`src/hw/rtl/crse_pkg.sv`:
```
// ---------------------------------------------------------------------------
// crse_pkg: shared types and constants
// Widths, command codes and pipeline bookkeeping for the spline evaluator.
// ---------------------------------------------------------------------------
package crse_pkg;

    localparam int COORD_WIDTH = 24;               // control point, Q12.12
    localparam int T_FRAC_BITS = 16;               // segment parameter, Q0.16
    localparam int OUT_WIDTH   = 28;               // result, Q16.12
    localparam int W_WIDTH     = T_FRAC_BITS + 6;  // basis weight, units of 1/(2S)
    localparam int PROD_WIDTH  = W_WIDTH + COORD_WIDTH;
    localparam int SUM_WIDTH   = PROD_WIDTH + 2;
    localparam int CMD_WIDTH   = 2;
    localparam int NUM_STG     = 6;                // register stages, input to output

    localparam int IN_DATA_WIDTH  = T_FRAC_BITS + 8 * COORD_WIDTH;
    localparam int IN_DATA_BYTES  = (IN_DATA_WIDTH + 7) / 8;
    localparam int OUT_DATA_WIDTH = 2 * OUT_WIDTH;
    localparam int OUT_DATA_BYTES = (OUT_DATA_WIDTH + 7) / 8;

    typedef enum logic [CMD_WIDTH-1:0] {
        CMD_POS = 2'd0,   // curve point
        CMD_VEL = 2'd1,   // first derivative
        CMD_ACC = 2'd2    // second derivative
    } t_cmd;

    typedef logic [COORD_WIDTH-1:0] t_coord;
    typedef t_coord [3:0]            t_quad;
    typedef logic [W_WIDTH-1:0]      t_wgt;
    typedef t_wgt [3:0]              t_wquad;
    typedef logic [T_FRAC_BITS-1:0]  t_frac;
    typedef logic [NUM_STG-1:0]      t_stg_en;    // load enable per stage

endpackage

```
`src/hw/rtl/crse_basis.sv`:
```
// ---------------------------------------------------------------------------
// crse_basis: basis weights
// Forms the four weights for position, first or second derivative (zero otherwise).
// ---------------------------------------------------------------------------
module crse_basis (
    input  logic                          i_clk,
    input  logic                          i_en,
    input  logic [crse_pkg::CMD_WIDTH-1:0] i_cmd,
    input  crse_pkg::t_frac               i_t,
    input  crse_pkg::t_frac               i_t2,
    input  crse_pkg::t_frac               i_t3,
    output crse_pkg::t_wquad              o_w
);
    import crse_pkg::*;

    localparam int ZPAD = W_WIDTH - T_FRAC_BITS;

    logic signed [W_WIDTH-1:0] a1, a2, a3, s_one;
    t_wquad                    n_w;
    t_wquad                    r_w;

    assign a1    = signed'({{ZPAD{1'b0}}, i_t});
    assign a2    = signed'({{ZPAD{1'b0}}, i_t2});
    assign a3    = signed'({{ZPAD{1'b0}}, i_t3});
    assign s_one = W_WIDTH'(1) << T_FRAC_BITS;

    always_comb begin
        case (i_cmd)
            CMD_POS: begin
                n_w[0] = W_WIDTH'(2 * a2 - a3 - a1);
                n_w[1] = W_WIDTH'(3 * a3 - 5 * a2 + 2 * s_one);
                n_w[2] = W_WIDTH'(4 * a2 + a1 - 3 * a3);
                n_w[3] = W_WIDTH'(a3 - a2);
            end
            CMD_VEL: begin
                n_w[0] = W_WIDTH'(4 * a1 - 3 * a2 - s_one);
                n_w[1] = W_WIDTH'(9 * a2 - 10 * a1);
                n_w[2] = W_WIDTH'(8 * a1 + s_one - 9 * a2);
                n_w[3] = W_WIDTH'(3 * a2 - 2 * a1);
            end
            CMD_ACC: begin
                n_w[0] = W_WIDTH'(4 * s_one - 6 * a1);
                n_w[1] = W_WIDTH'(18 * a1 - 10 * s_one);
                n_w[2] = W_WIDTH'(8 * s_one - 18 * a1);
                n_w[3] = W_WIDTH'(6 * a1 - 2 * s_one);
            end
            default: begin
                // unused selector: all weights zero gives a zero result
                n_w = '0;
            end
        endcase
    end

    always_ff @(posedge i_clk) begin
        if (i_en) begin
            r_w <= n_w;
        end
    end

    assign o_w = r_w;

endmodule

```
`config.mk`:
```
export PLATFORM = sky130hd
export DESIGN_NAME = crse_basis
export DESIGN_NICKNAME = d
export VERILOG_FILES = /design/src/hw/rtl/crse_pkg.sv /design/src/hw/rtl/crse_basis.sv
export SDC_FILE = /design/constraint.sdc
export NUM_CORES = 1
export LEC_CHECK = 0
export BUFFER_PORTS_ARGS = -buffer_cell sky130_fd_sc_hd__buf_2
export CAP_MARGIN = 20
export CORE_ASPECT_RATIO = 1.75
export CORE_UTILIZATION = 24
export DETAILED_ROUTE_END_ITERATION = 6
export PLACE_DENSITY = 0.43
export SYNTH_ARGS = -nofsm -noshare
export SYNTH_HDL_FRONTEND = slang
export SYNTH_SLANG_ARGS = --single-unit
```
`constraint.sdc`:
```
create_clock -name i_clk -period 5.44 [get_ports i_clk]
set_input_delay 1.088 -clock i_clk [delete_from_list [all_inputs] [get_ports i_clk]]
set_output_delay 1.088 -clock i_clk [all_outputs]
set_load 0.01 [all_outputs]
```
Yosys cells after proc, flatten, opt, wreduce, memory -nomap -nowiden
Cells that the tools add are included.
{"block": "op_classes", "n_addsub": 17, "n_mul": 7, "n_eq_ne": 2, "mux": 1, "n_reduce_logical": 1}
{"op": "case mux 88 bit (3 select lines)", "n": 1}
{"op": "multiplier 2 x 16 -> 18 bit (first input constant)", "n": 3}
{"op": "multiplier 4 x 16 -> 20 bit (first input constant)", "n": 2}
{"op": "multiplier 3 x 16 -> 19 bit (first input constant)", "n": 2}
{"op": "subtractor 18 x 17 -> 19 bit", "n": 2}
{"op": "adder 22 x 19 -> 22 bit (second input constant)", "n": 1}
{"op": "subtractor 20 x 21 -> 22 bit (first input constant)", "n": 1}
{"op": "subtractor 20 x 22 -> 22 bit (first input constant)", "n": 1}
{"op": "subtractor 22 x 18 -> 22 bit (second input constant)", "n": 1}
{"op": "subtractor 22 x 21 -> 22 bit", "n": 1}
{"op": "subtractor 22 x 21 -> 22 bit (second input constant)", "n": 1}
{"op": "subtractor 20 x 20 -> 21 bit", "n": 1}
{"op": "adder 19 x 17 -> 20 bit (second input constant)", "n": 1}
{"op": "subtractor 18 x 19 -> 20 bit", "n": 1}
{"op": "subtractor 19 x 18 -> 20 bit", "n": 1}
{"op": "subtractor 19 x 18 -> 20 bit (second input constant)", "n": 1}
{"op": "adder 18 x 16 -> 19 bit", "n": 1}
{"op": "subtractor 18 x 18 -> 19 bit", "n": 1}
{"op": "subtractor 17 x 16 -> 18 bit", "n": 1}
{"op": "subtractor 16 x 16 -> 17 bit", "n": 1}
{"op": "== test 2 x 1 -> 1 bit (second input constant)", "n": 1}
{"op": "== test 2 bit (second input constant)", "n": 1}
{"op": "logical NOT 2 bit", "n": 1}
{"block": "totals", "reg_bits": 88, "elab_cells": 32}

Logic depth before layout (Yosys ltp)
{"block": "logic_depth", "ltp_word": 4, "depth_mapped": 28}

Worst setup path after synthesis
Ideal clock, no wire load.
{"block": "synth_timing", "path_kind": "input port to flip-flop", "from": "in i_t3[0]", "to": "reg r_w, in the netlist o_w[41], data pin", "setup_ps": 269, "t_arrival_ps": 5414, "required_time_ps": 5171, "path_slack_ps": -243, "cell_stages": 27, "n_path_buf": 0, "path_cell_list": "ha_1 -> inv_1 -> fa_1 -> nor2b_1 -> o21ai_0 -> a21boi_0 -> o21ai_0 -> a21oi_1 -> and2_1 -> o21a_1 -> nor3_1 -> nor3_1 -> fa_1 -> ha_1 -> nand3_1 -> o31ai_1 -> a21oi_1 -> a21oi_1 -> o21ai_0 -> nand2_1 -> xnor2_1 -> ha_1 -> inv_1 -> ha_1 -> nor2_1 -> a21oi_1 -> o21ai_0"}
{"element": "from (decl)", "line_no": "crse_basis.sv:11", "rtl": "input crse_pkg::t_frac i_t3,"}
{"element": "to (signal assigned)", "line_no": "crse_basis.sv:56", "rtl": "r_w <= n_w;"}
{"element": "to (decl)", "line_no": "crse_basis.sv:20", "rtl": "t_wquad r_w;"}

==> summary.txt <==
GRT
  – Largest net degree at the start of global routing: 58
  – Vias in the first global route: 17577
  – First-pass GRT wire length: ~110 mm
  – Initial antenna violation count: 0
  – Total gr overflow: 0
  – Total GRT Usage: between 20% and 30%

Power
  – Power Dens Cells: around 340 nW/µm²
  – Lkg Pwr: approximately 11 nW
  – Peak supply drop: approximately 0.16 mV
  – Final Total Pwr: between 7 and 8 mW

Outcome
  – Status: complete, no violations

CTS
  – CTS buffer count: 9
  – CTS Root Cell: clkbuf_16
  – CTS tree: yes
  – CTS sink count: 84
  – Longest Clk Path Bufs: 2
  – Clk pin slew, worst setup/hold paths: approximately 0.070 ns
  – Cts hold-fix bufs: 0
  – CTS H-tree lvls: 3

Finish
  – Final Instance Area: between 20000 and 25000 µm²
  – Synth-to-Final Area Change: 34.7%
  – Final non-filler cell total: roughly 3600
  – Fillers: 7659
  – Number of flip-flops in the largest register: between 80 and 90
  – Final #Nets: 3106
  – Layout cells sized above 1: about 28%

Min path
  – HP Class: in2reg

Yosys
  – Sequential cell area fraction in the yosys report: between 10 and 15%
  – Post-Synthesis Cells: about 2100
  – Post-synth EDFFs: 84
  – Yosys warns: 0
  – Dominant cells by area after synthesis: ha_1 23%, edfxtp_1 15%, xnor2_1 7.1%
  – Ys async rst share: 0%
  – Area of the mapped netlist: 17300 µm²
  – Largest area contributor in the netlist: ha_1
  – #FFs+latches synth: 84
  – Most frequent cells after synthesis: 325 x ha_1, 202 x inv_1, 164 x a21oi_1
  – Top flip-flop cell by instance count after synthesis: edfxtp_1
  – Top-count cell post-synth: ha_1
  – Distinct cell type count after synthesis: 86
  – Post-synth top area share: 23.5%
  – Syn_area_per_cell: 8.15 µm²
  – Syn nets: between 2000 and 3000

Floorplan
  – # rows: between 100 and 150
  – Core ar.: roughly 70000 µm²
  – Die Height: 357 µm
  – Initial Util: between 20% and 30%
  – Boundary pin count: 140
  – Die Footprint: about 73000 µm²
  – Die W: about 200 µm

Route
  – Drt wl/cell: ~21 µm
  – Initial DRC count: 874
  – Routed vias/inst: 4.96
  – ANT nets after route: 0
  – DRT Pass-1 Iters: 5
  – DRC viols: 0
  – Via count: approximately 18000
  – DRT Wirelength: roughly 76 mm

Timing
  – Final-report hold violation count: 0
  – Final slew viol count: 0
  – Tmin final: between 5 and 6 ns
  – Relative slew margins: 32.3%
  – RSZ-0062 raised after global routing: true
  – Setup TNS: 0 ns
  – Setup-failing EPs final: 0
  – Fin crit share: between 90% and 100%
  – Setup WS post-layout: 0.0566 ns
  – Worst-Margin Slew: 1.00 ns
  – Fmax: 0.186 GHz

Placement
  – Area of placed instances: 22400 µm²
  – GP Congestion: about 0.97
  – Setup slack after placement: -0.678 ns
  – PortBufs: between 100 and 150
  – Dpl cells: between 3000 and 4000
  – Final HPWL DP: roughly 66 mm

Setup path
  – Crit end category: register
  – Worst EP required: around 5.6 ns
  – Worst Setup Start Kind: primary input
  – Crit Path Class: in2reg
  – CP Data Arrival Time: 5.52 ns
  – Crit-path max FO: 3

Run
  – Max cap viols: 0
## metrics by stage
| step | hold slack, ns | util (%) |
|---|---|---|
| finish | 1.25 | 32.6 |
| CTS | 1.23 | 31.9 |
| global route | 1.26 | 32.6 |
| floorplan | 1.20 | - |
| detailed placement | 1.50 | 31.3 |
| global placement | 1.50 | 31.3 |
## final cells by class
| cell class | instances | area [µm²] | area share, % |
|---|---|---|---|
| multi-input combinational | 1795 | 14400 | 61.7 |
| clock inverter | 7 | 93.8 | 0.402 |
| timing repair buffer | 595 | 4180 | 17.9 |
| sequential | 84 | 2520 | 10.8 |
| clock buffer | 9 | 225 | 0.965 |
| antenna | 1 | 2.50 | 0.0107 |
| tap | 924 | 1160 | 4.95 |
| inverter | 202 | 758 | 3.25 |
## cell usage in the layout (no fill, tap or decap), drive strengths merged, types with 6 or more instances in the layout
cell,netlist,layout
a21o,54,54
nor3b,6,6
nand3,52,52
nand4,15,15
o31ai,10,10
a21boi,7,7
o21a,32,32
o221ai,7,7
o31a,8,8
nor4,6,6
or2,15,15
nand2b,39,39
a211o,13,13
fa,42,42
a211oi,28,28
ha,325,325
o21bai,16,16
o2111ai,10,10
xor2,78,78
o21ai,131,131
a221o,6,6
a31o,7,7
edfxtp,84,84
o22ai,38,38
a21oi,165,165
nand3b,6,6
and2,14,14
a31oi,23,23
nor3,60,60
nor2b,21,21
or3,21,21
nand2,130,130
inv,202,205
buf,9,595
o211ai,13,13
clkbuf,35,9
xnor2,140,140
and3,24,24
nor2,146,146
## repair_timing
item                                    4_1_cts  5_1_grt
pin swaps                                     9       63
buffers inserted                              1       14
cloned                                        0        0
gates resized for setup                      21       91
endpoints found under the setup margin       14       28
## path summary, 6_finish.rpt
check,start,end,cells after the start
max,i_t3[1],o_w[41]$_DFFE_PP_,26
min,i_en,o_w[84]$_DFFE_PP_,1
## layer usage
metal / global-route usage (%) / wire length [µm] / vias up
li1: - / - / 8923
met4: 19.9 / 8430 / 0
met1: 19.3 / 26100 / 8407
met2: 38.4 / 40000 / 450
met3: 1.98 / 1910 / 172
met5: 0 / 0 / -
## logic make-up after synthesis
logic type      count (synthesis)  synth area share (%)
compound gates                631                  23.8
simple gates                  572                  16.4
fa+ha+maj                     367                  28.3
buf+inv                       246                  5.43
xor+xnor                      218                  11.0
flops                          84                  14.6
mux                             7                 0.426
## where the power goes
group / internal [mW] / switching, mW
Clock: 0.369 / 0.341
Combinational: 2.94 / 3.39
Sequential: 0.898 / 0.0435
## worst max-delay path, stage by stage
cell and delay (ns):
buf_8 0.10, buf_6 0.11, ha_4 0.24, a21o_1 0.11, a21oi_2 0.06, nand2b_4 0.14, buf_6 0.12, a211oi_4 0.24
nor2_1 0.07, a211o_1 0.37, o21bai_1 0.20, a21oi_2 0.09, xnor2_2 0.19, fa_1 0.47, ha_4 0.31, and2_4 0.16
o21bai_4 0.12, a21oi_2 0.05, a211o_2 0.38, xnor2_2 0.18, ha_2 0.20, inv_2 0.04, ha_4 0.25, nor2_2 0.03
a21oi_1 0.12, o21ai_1 0.08
No activity file was read; power rests on OpenSTA's default activity.
