===== config.mk =====
export PLATFORM = sky130hd
export DESIGN_NAME = crse_tpow
export DESIGN_NICKNAME = d
export VERILOG_FILES = /design/src/hw/rtl/crse_pkg.sv /design/src/hw/rtl/crse_tpow.sv
export SDC_FILE = /design/constraint.sdc
export NUM_CORES = 1
export LEC_CHECK = 0
export BUFFER_PORTS_ARGS = -buffer_cell sky130_fd_sc_hd__buf_2
export CAP_MARGIN = 20
export CORE_ASPECT_RATIO = 0.9
export CORE_UTILIZATION = 57
export DETAILED_ROUTE_END_ITERATION = 10
export PLACE_DENSITY = 0.88
export SLEW_MARGIN = 20
export SYNTH_ARGS = -nofsm -noshare
export SYNTH_HDL_FRONTEND = slang
export SYNTH_SLANG_ARGS = --single-unit

===== constraint.sdc =====
create_clock -name i_clk -period 8.2 [get_ports i_clk]
set_clock_uncertainty 0.05 [all_clocks]
set_input_delay 2.46 -clock i_clk [delete_from_list [all_inputs] [get_ports i_clk]]
set_output_delay 2.46 -clock i_clk [all_outputs]
set_load 0.005 [all_outputs]

===== src/hw/rtl/crse_pkg.sv =====
// ---------------------------------------------------------------------------
// crse_pkg: shared types and constants
// Widths, command codes and pipeline bookkeeping for the spline evaluator.
// ---------------------------------------------------------------------------
package crse_pkg;

    localparam int COORD_WIDTH = 24;               // control point, Q12.12
    localparam int T_FRAC_BITS = 16;               // segment parameter, Q0.16
    localparam int OUT_WIDTH   = 28;               // result, Q16.12
    localparam int W_WIDTH     = T_FRAC_BITS + 6;  // basis weight, units of 1/(2S)
    localparam int PROD_WIDTH  = W_WIDTH + COORD_WIDTH;
    localparam int SUM_WIDTH   = PROD_WIDTH + 2;
    localparam int CMD_WIDTH   = 2;
    localparam int NUM_STG     = 6;                // register stages, input to output

    localparam int IN_DATA_WIDTH  = T_FRAC_BITS + 8 * COORD_WIDTH;
    localparam int IN_DATA_BYTES  = (IN_DATA_WIDTH + 7) / 8;
    localparam int OUT_DATA_WIDTH = 2 * OUT_WIDTH;
    localparam int OUT_DATA_BYTES = (OUT_DATA_WIDTH + 7) / 8;

    typedef enum logic [CMD_WIDTH-1:0] {
        CMD_POS = 2'd0,   // curve point
        CMD_VEL = 2'd1,   // first derivative
        CMD_ACC = 2'd2    // second derivative
    } t_cmd;

    typedef logic [COORD_WIDTH-1:0] t_coord;
    typedef t_coord [3:0]            t_quad;
    typedef logic [W_WIDTH-1:0]      t_wgt;
    typedef t_wgt [3:0]              t_wquad;
    typedef logic [T_FRAC_BITS-1:0]  t_frac;
    typedef logic [NUM_STG-1:0]      t_stg_en;    // load enable per stage

endpackage


===== src/hw/rtl/crse_tpow.sv =====
// ---------------------------------------------------------------------------
// crse_tpow: powers of t
// Two multiply stages: t^2 then t^3, each truncated to Q0.16.
// ---------------------------------------------------------------------------
module crse_tpow (
    input  logic             i_clk,
    input  logic [1:0]       i_en,    // stage 1, stage 2
    input  crse_pkg::t_frac  i_t,
    output crse_pkg::t_frac  o_t,
    output crse_pkg::t_frac  o_t2,
    output crse_pkg::t_frac  o_t3
);
    import crse_pkg::*;

    t_frac                    r_t_s1;
    logic [2*T_FRAC_BITS-1:0] r_sq_s1;
    t_frac                    r_t_s2;
    t_frac                    r_t2_s2;
    logic [2*T_FRAC_BITS-1:0] r_cub_s2;

    logic [2*T_FRAC_BITS-1:0] n_sq;
    logic [2*T_FRAC_BITS-1:0] n_cub;
    t_frac                    sq_trunc;

    assign n_sq     = i_t * i_t;
    assign sq_trunc = r_sq_s1[T_FRAC_BITS +: T_FRAC_BITS];
    assign n_cub    = sq_trunc * r_t_s1;

    always_ff @(posedge i_clk) begin
        if (i_en[0]) begin
            r_t_s1  <= i_t;
            r_sq_s1 <= n_sq;
        end
        if (i_en[1]) begin
            r_t_s2   <= r_t_s1;
            r_t2_s2  <= sq_trunc;
            r_cub_s2 <= n_cub;
        end
    end

    assign o_t  = r_t_s2;
    assign o_t2 = r_t2_s2;
    assign o_t3 = r_cub_s2[T_FRAC_BITS +: T_FRAC_BITS];

endmodule


Word-level counts from Yosys, hierarchy flattened --
Index checks and enable logic that the tools add are counted.
Word-level totals: register bits 112, latch bits 0, memory bits (writable) 0, memory bits (read-only) 0, input bits 19, output and inout bits 48, logic and storage cells 7, memories 0
Operators by class: add/sub/neg operators 0, multiply operators 2, divide/modulo/power cells 0, magnitude comparators 0, equal/unequal tests 0, shifts and indexed selects 0, multiplexer cells 0, bitwise operators 0, reduce and logical (&&, ||, !) cells 0
Operators by type and width (number):
- 16-bit by 16-bit multiplier with 32-bit output | 2

Logic depth before layout (Yosys ltp) --
Gate-level depths: netlist of run 1.
depth after elaboration 1, gate-level depth with buffers 23, depth with buffers taken out 22

Least setup slack after synthesis of run 1 --
Ideal clock, no wire load.
path kind in2reg, start point input i_t[14], end point register r_sq_s1[26] (data pin), setup time 264 ps, arrival time 7828 ps, required time 7886 ps, slack 58 ps, stages 19, buffers on the path 2, path through clkbuf_1 clkbuf_1 nand2_1 fa_1 fa_1 inv_1 fa_1 fa_1 fa_1 inv_1 fa_1 inv_1 ha_1 a2111o_1 a211o_1 a31oi_4 o31ai_4 nor4b_1 nor3_1
On the way: longest elaborated chain between the ends 1
Ends and longest elaborated chain:
- from (decl) | RTL line crse_tpow.sv:8 | input crse_pkg::t_frac i_t,
- 16-bit by 16-bit multiplier with 32-bit output | RTL line crse_tpow.sv:25 | assign n_sq = i_t * i_t;
- via n_sq[26] | RTL line crse_tpow.sv:21 | logic [2*T_FRAC_BITS-1:0] n_sq;
- to (signal assigned) | RTL line crse_tpow.sv:32 | r_sq_s1 <= n_sq;
- to (decl) | RTL line crse_tpow.sv:16 | logic [2*T_FRAC_BITS-1:0] r_sq_s1;
The timed path passes the listed nets, and every way through them passes these cells. A chain may end at the register's enable or synchronous reset.

Worst setup path after layout of run 1 --
start point input i_t[12], end point register r_sq_s1[31] (data pin)
Same word-level chain as after synthesis.

==> metrics.csv, run 1 <==
stage,metric,value,unit
run_status,status,finished clean,
setup_path,max incr delay on CP,0.54,ns
cells_and_area,non-filler instance count after layout,2311,
logic_synthesis,Post-synth EDFFs,80,
drt,DR iter-0 viols,994,
floorplan,Die Y,170,µm
placement,Port Buf Inserts,66,
global_routing,initial antenna violation count,0,
global_routing,vias in the first global route,14605,
floorplan,CORE AREA,30800,µm²
logic_synthesis,"FFs w/ async S/R, synth",0,
placement,GPL Wtd Cong,0.943,
setup_path,CP required,8.33,ns
setup_path,CP Max Fanout,12,
setup_path,startpoint class of the critical path,input port,
drt,DR pass1 iterations,5,
cts,H-tree depth,3,
drt,via count,13262,
cts,"CTS clk-pin slew, worst paths",0.08,ns
timing,post-route minimum period,7.92,ns
cells_and_area,fraction of layout instances using a drive strength above 1,0.0694,
timing,Final Cycle Share,0.966,
timing,Rel. slew slack,0.368,
global_routing,global-route wire length before repair,70800,µm
logic_synthesis,synth warn,0,
logic_synthesis,post-synthesis sequential area ratio,0.135,
drt,WL/cell,18.9,µm
floorplan,Die X,189,µm
floorplan,# IOs,67,
timing,FMAX,126,MHz
timing,Worst-Margin Slew,0.948,ns
setup_path,WS Path Type,in -> reg,
cts,TritonCTS clock tree,built,
setup_path,worst path arrival time,8.05,ns
min_path,Hold Path Class,reg -> reg,
floorplan,site row count,61,
drt,Routed Antenna Nets,0,
floorplan,Die Area,32000,µm²
placement,Cell Count Post-Placement,2294,
logic_synthesis,ys flop type,edfxtp_1,
logic_synthesis,"flops & latches, synth",80,
cts,worst skew pair latency,0.37,ns
setup_path,slowest CP cell,fa_1,
timing,RSZ-0062 raised after global routing,no,
cts,CTS max path bufs,2,
cts,Sink Count,80,
timing,final setup vio count,0,
cells_and_area,final core occ,0.616,
logic_synthesis,Mapped Area,17800,µm²
drt,DRC Markers,0,
drt,"wirelength, routed",43600,µm
global_routing,total congestion overflow,0,
logic_synthesis,Mapped Cells,1848,
setup_path,crit end category,register,
logic_synthesis,post-synthesis cell type count,66,
timing,final hold vios,0,
cells_and_area,nets,2471,
drt,mean number of vias per cell,5.74,
flow_run,max-cap viol count,0,
cts,CTS buffer count,9,
timing,Pins Over Slew Limit,0,
cells_and_area,Area Overhead vs Synth,6.39,%
setup_path,crit-path cells,"buf_2, inv_1, nor2_1, ha_1, xor2_1, fa_1, inv_1, fa_1, fa_1, fa_1, inv_1, fa_1, inv_1, ha_1, a21o_1, a21oi_1, o21ai_0, nor3_1, a211oi_2, and3_1, nor3_1",
logic_synthesis,Syn Area/Cell,9.66,µm²
placement,hpwl dp,34800,µm
logic_synthesis,Synthesized Nets,2423,
floorplan,starting utilization of the core area,0.579,
global_routing,GRT Util Overall,0.284,
setup_path,most frequent CP cell,fa_1,
setup_path,reg2reg setup slack,1.54,ns
cts,clock tree root driver cell,clkbuf_16,
global_routing,largest net degree at the start of global routing,49,
[worst paths after layout]
path / from / to / cells after the start
worst max-delay path: i_t[12] / r_sq_s1[31] / 21
worst min-delay path: r_t_s1[0] / o_t[0] / 0
worst max register to register: r_t_s1[7] / r_cub_s2[31] / 18
worst min register to register: r_t_s1[0] / o_t[0] / 0
[per-stage QoR]
step           setup WS (ns)  setup TNS (ns)  instance area (µm²)  hold slack, ns
2_1_floorplan         0.0576               0                17800           0.456
3_3_place_gp          0.0367               0                18700           0.846
3_5_place_dp          -0.103          -0.221                18700           0.851
4_1_cts                0.239               0                19000           0.864
5_1_grt               0.0544               0                19000           0.892
6_report               0.283               0                19000           0.866
[routing by layer]
| metal | GRT usage | part of all wire |
|---|---|---|
| met2 | 0.476 | 0.49 |
| met4 | 0.155 | 0.047 |
| met3 | 0.0584 | 0.089 |
| met1 | 0.344 | 0.37 |
| met5 | 0 | 0 |
[sequential cells by signal (all words and copies together), names as in the netlist]
| register | count |
|---|---|
| o_t | 16 |
| o_t2 | 16 |
| r_cub_s2 | 16 |
| r_sq_s1 | 16 |
| r_t_s1 | 16 |
[layout make-up]
class | count | area (µm²)
Inverter | 464 | 1740
Clock inverter | 7 | 55.1
Antenna cell | 1 | 2.50
Sequential cell | 80 | 2400
Tap cell | 409 | 512
Clock buffer | 9 | 225
Fill cell | 2410 | 11900
Timing Repair Buffer | 98 | 571
Multi-Input combinational cell | 1243 | 13500
[critical path, delay by kind of cell]
family	cells	cell delay, ns
fa+ha+maj	7	3.11
simple gates	4	0.93
compound gates	4	0.81
buf+inv	5	0.53
xor+xnor	1	0.20
[kinds of logic (layout without fill, tap and decap cells)]
group	count (synthesis)	count (layout)	share of synthesized area
compound gates	147	147	0.0571
xor+xnor	38	38	0.0187
fa+ha+maj	556	556	0.539
buf+inv	525	578	0.111
flops	80	80	0.135
mux	3	3	0.00175
other cells	0	1	0
simple gates	499	499	0.139
[what timing repair did]
action / 4_1_cts / 5_1_grt
gates resized for setup: 0 / 1
setup buffers: 0 / 0
endpoints found under the setup margin: 0 / 1
hold buffers: 0 / 0
[layout by cell type (no fill, tap or decap), types with 4 or more instances in the layout]
master	n
a31oi_1	5
inv_1	464
or2_2	4
nor3_1	8
nor2b_1	8
o21ai_0	18
a21o_1	25
buf_2	66
o211ai_1	5
and3_1	5
nand2_1	227
o21a_1	7
edfxtp_1	80
and4_1	6
nand4_1	16
nand3_1	8
o21bai_1	5
a211oi_1	4
a21oi_1	42
xnor2_1	25
buf_4	32
xor2_1	13
clkbuf_16	9
and2_1	159
ha_1	202
fa_1	354
nor2_1	40
nand2b_1	6
[Yosys cell counts, types with 7 or more instances]
library cell | n | area [µm²]
xnor2_1 | 25 | 219
ha_1 | 202 | 2530
nand3_1 | 8 | 40.0
clkbuf_1 | 60 | 225
edfxtp_1 | 80 | 2400
nor2_1 | 40 | 150
fa_1 | 354 | 7090
inv_1 | 464 | 1740
o21a_1 | 7 | 52.6
xor2_1 | 13 | 114
o21ai_0 | 18 | 90.1
nand4_1 | 16 | 100
a21o_1 | 25 | 188
a21oi_1 | 42 | 210
nand2_1 | 227 | 852
nor2b_1 | 8 | 50.1
nor3_1 | 8 | 40.0
and2_1 | 159 | 995
Power of run 1 is not shown: default switching activity piles up to over one toggle a cycle in this logic, so the estimate is an artifact.
==> inputs of run 2 (changes only) <==
--- a/config.mk
+++ b/config.mk
@@ -5,12 +5,13 @@
 export SDC_FILE = /design/constraint.sdc
 export NUM_CORES = 1
 export LEC_CHECK = 0
+export ABC_AREA = 1
 export BUFFER_PORTS_ARGS = -buffer_cell sky130_fd_sc_hd__buf_2
 export CAP_MARGIN = 20
 export CORE_ASPECT_RATIO = 0.9
-export CORE_UTILIZATION = 57
+export CORE_UTILIZATION = 55
 export DETAILED_ROUTE_END_ITERATION = 10
-export PLACE_DENSITY = 0.88
+export PLACE_DENSITY = 0.86
 export SLEW_MARGIN = 20
 export SYNTH_ARGS = -nofsm -noshare
 export SYNTH_HDL_FRONTEND = slang
==> run 2 against run 1 <==
  * Critical path depth down 1
  * Critical endpoint unchanged
  * Critical path type unchanged
  * Register-to-register slack improved by 0.57 ns
  * Worst setup slack better by 0.42 ns
==> metrics.csv, run 2 <==
stage,metric,value,unit,change
timing,Rel. slew slack,0.379,,+0.0105
setup_path,CP required,8.28,ns,-0.05 ns
drt,DR iter-0 viols,1191,,+20%
floorplan,# IOs,67,,unchanged
global_routing,vias in the first global route,16257,,+11%
logic_synthesis,share of the synthesized area in the top cell type,0.375,,-0.0222
cells_and_area,Area Overhead vs Synth,4.94,%,
min_path,WHS Path Cells,0,,unchanged
logic_synthesis,ys flop type,edfxtp_1,,
cells_and_area,fraction of layout instances using a drive strength above 1,0.0427,,-0.0268
timing,Worst-Margin Slew,0.932,ns,-0.0157 ns
logic_synthesis,Syn Area/Cell,8.06,µm²,-17%
drt,DRC Markers,0,,unchanged
cts,Sink Count,80,,unchanged
floorplan,Die Y,178,µm,+4.7%
setup_path,startpoint class of the critical path,input port,,
logic_synthesis,largest area contributor in the synthesized netlist,fa_1,,
min_path,Hold Path End,o_t[0],,
timing,final hold slack,0.916,ns,+0.0498 ns
drt,"wirelength, routed",44800,µm,+2.6%
global_routing,total congestion overflow,0,,unchanged
logic_synthesis,Post-synth top cells,"inv_1 (699), nand2_1 (618), fa_1 (354)",,
run_status,status,finished clean,,
drt,via count,14753,,+11%
min_path,Hold Path Class,reg -> reg,,
logic_synthesis,synth warn,0,,unchanged
cts,TritonCTS clock tree,built,,
setup_path,slowest CP cell,fa_1,,
cts,Post-CTS Repair Setup Buffers,0,,unchanged
setup_path,crit end category,register,,
cells_and_area,"commonest non-fill, non-tap cells in the layout","inv_1 (699), nand2_1 (618), fa_1 (354), ha_1 (202), edfxtp_1 (80)",,
cts,worst skew pair latency,0.37,ns,about the same
logic_synthesis,Mapped Area,18900,µm²,+5.9%
logic_synthesis,Synthesized Nets,2921,,+21%
logic_synthesis,most common cell in the netlist,inv_1,,
timing,final hold vios,0,,unchanged
timing,Pins Over Slew Limit,0,,unchanged
setup_path,reg2reg setup slack,2.11,ns,+0.57 ns
cts,CTS buffer count,9,,unchanged
min_path,min-delay src,r_t_s1[0],,
setup_path,crit-path cells,"buf_2, nand2_1, fa_1, inv_1, fa_1, fa_1, fa_1, fa_1, inv_1, fa_1, inv_1, ha_1, a21oi_1, o21ai_0, a21oi_1, nor2_1, nor2_1, nand2_1, nand2_1, nand2_1",,
setup_path,WS Path Type,in -> reg,,
cts,CTS max path bufs,2,,unchanged
timing,RSZ-0062 raised after global routing,no,,
timing,final worst slack,0.701,ns,+0.419 ns
setup_path,Critical path buffers and inverters,4,,-1
setup_path,R2R Path End,r_cub_s2[29],,
timing,Final Cycle Share,0.914,,-0.0511
floorplan,Die Area,35100,µm²,+9.7%
setup_path,CP Max Fanout,17,,+5
global_routing,initial antenna violation count,1,,+1
logic_synthesis,Mapped Cells,2346,,+27%
timing,setup TNS,0,ns,unchanged
logic_synthesis,Post-synth EDFFs,80,,unchanged
cells_and_area,nets,2913,,+18%
global_routing,largest net degree at the start of global routing,49,,unchanged
drt,WL/cell,16.0,µm,-15%
drt,DR pass1 iterations,9,,+4
cells_and_area,# diodes,0,,-1
timing,post-route minimum period,7.50,ns,-0.419 ns
placement,hpwl dp,36300,µm,+4.1%
floorplan,Die X,197,µm,+4.7%
placement,Post-Place Worst Slack,0.361,ns,+0.465 ns
global_routing,GRT Util Overall,0.277,,-0.00692
cts,clock tree root driver cell,clkbuf_16,,
floorplan,CORE AREA,33900,µm²,+9.9%
logic_synthesis,largest cells by area after synthesis,"fa_1 (37%), inv_1 (14%), ha_1 (13%)",,
logic_synthesis,post-synthesis sequential area ratio,0.127,,-0.00752
setup_path,Worst R2R Start,r_sq_s1[28],,
global_routing,global-route wire length before repair,75900,µm,+7.2%
placement,Port Buf Inserts,66,,unchanged
floorplan,site row count,64,,+4.9%
floorplan,starting utilization of the core area,0.558,,-0.0207
timing,FMAX,133,MHz,+5.6%
logic_synthesis,"FFs w/ async S/R, synth",0,,unchanged
setup_path,most frequent CP cell,fa_1,,
setup_path,worst path arrival time,7.58,ns,-0.47 ns
placement,GPL Wtd Cong,0.984,,+4.3%
setup_path,max incr delay on CP,0.58,ns,+0.04 ns
drt,Routed Antenna Nets,0,,unchanged
cts,H-tree depth,3,,unchanged
flow_run,max-cap viol count,0,,unchanged
cts,post-CTS sizing,0,,unchanged
logic_synthesis,"flops & latches, synth",80,,unchanged
cells_and_area,"commonest non-fill, non-tap cell in the layout",inv_1,,
setup_path,R2R depth,19,,+1
setup_path,critical path's top delay family,adder cells,,
logic_synthesis,post-synthesis cell type count,31,,-53%
timing,final setup vio count,0,,unchanged
cts,"CTS clk-pin slew, worst paths",0.07,ns,about the same
cts,Post-CTS Hold Buffers,0,,unchanged
drt,mean number of vias per cell,5.26,,-8.3%
==> run 2: cell count changes in the layout (fill, tap and decap cells not counted), moves of 8 or more <==
cell,previous run,this run
inv_1,464,699
nor2_1,40,78
o21ai_0,18,32
and2_1,159,0
nor3_1,8,16
a21oi_1,42,66
nand4_1,16,3
nand3_1,8,47
buf_4,32,4
a21o_1,25,5
nor2b_1,8,0
nand2_1,227,618
xnor2_1,25,5
==> run 2: cell families (layout without fill, tap and decap cells) <==
group / count (synthesis) / in the layout / share of synthesized area
simple gates: 780 / 780 / 0.163
xor+xnor: 20 / 20 / 0.00927
compound gates: 123 / 123 / 0.0357
flops: 80 / 80 / 0.127
fa+ha+maj: 556 / 556 / 0.509
buf+inv: 787 / 784 / 0.156
==> run 2: stage by stage <==
stage,instance area (µm²),utilization,instances
after detailed placement,19500,0.576,2789
after global routing,19800,0.586,2805
final,19800,0.586,2805
after global placement,19500,0.576,2789
after floorplan,18900,-,2346
after CTS,19800,0.585,2805
==> run 2: worst register-to-register path: stages (launching register included) <==
cell and delay, ns:
edfxtp_1 0.94, nand2_1 0.20, fa_1 0.54, fa_1 0.54
fa_1 0.53, inv_1 0.07, fa_1 0.51, fa_1 0.50
inv_1 0.05, fa_1 0.48, inv_1 0.04, ha_1 0.30
a21oi_1 0.21, o21ai_0 0.16, a21oi_1 0.25, nor2_1 0.08
nor2_1 0.17, nand2_1 0.08, nand2_1 0.06, nand2_1 0.05
==> run 2: worst max path at each step <==
stage / cells after the start / to / startpoint / slack, ns
after detailed placement: 20 / r_sq_s1[31] / i_t[6] / 0.36
after CTS: 20 / r_sq_s1[31] / i_t[6] / 0.75
after global routing: 25 / r_sq_s1[23] / i_t[8] / 0.40
after floorplan: 21 / r_sq_s1[31] / i_t[13] / 0.63
after global placement: 19 / r_sq_s1[20] / i_t[6] / 0.47
final: 20 / r_sq_s1[31] / i_t[6] / 0.70
==> run 2: final cells by class <==
class | instances | area [µm²]
repair buffers | 69 | 355
inverters | 699 | 2620
well taps | 462 | 578
clock inverters | 7 | 106
multi-input cells | 1479 | 13500
fillers | 2905 | 14000
clock buffers | 9 | 225
flip-flops and latches | 80 | 2400
==> run 2: routing by layer <==
layer	vias to the layer above	part of all wire	track usage	routed length, µm
met4	2	0.039	0.121	1740
met3	173	0.088	0.0521	3940
li1	6752	-	-	-
met1	7113	0.39	0.339	17200
met5	-	0.00018	0	8
met2	713	0.49	0.476	21800
Power of run 2 is left out for the same reason.
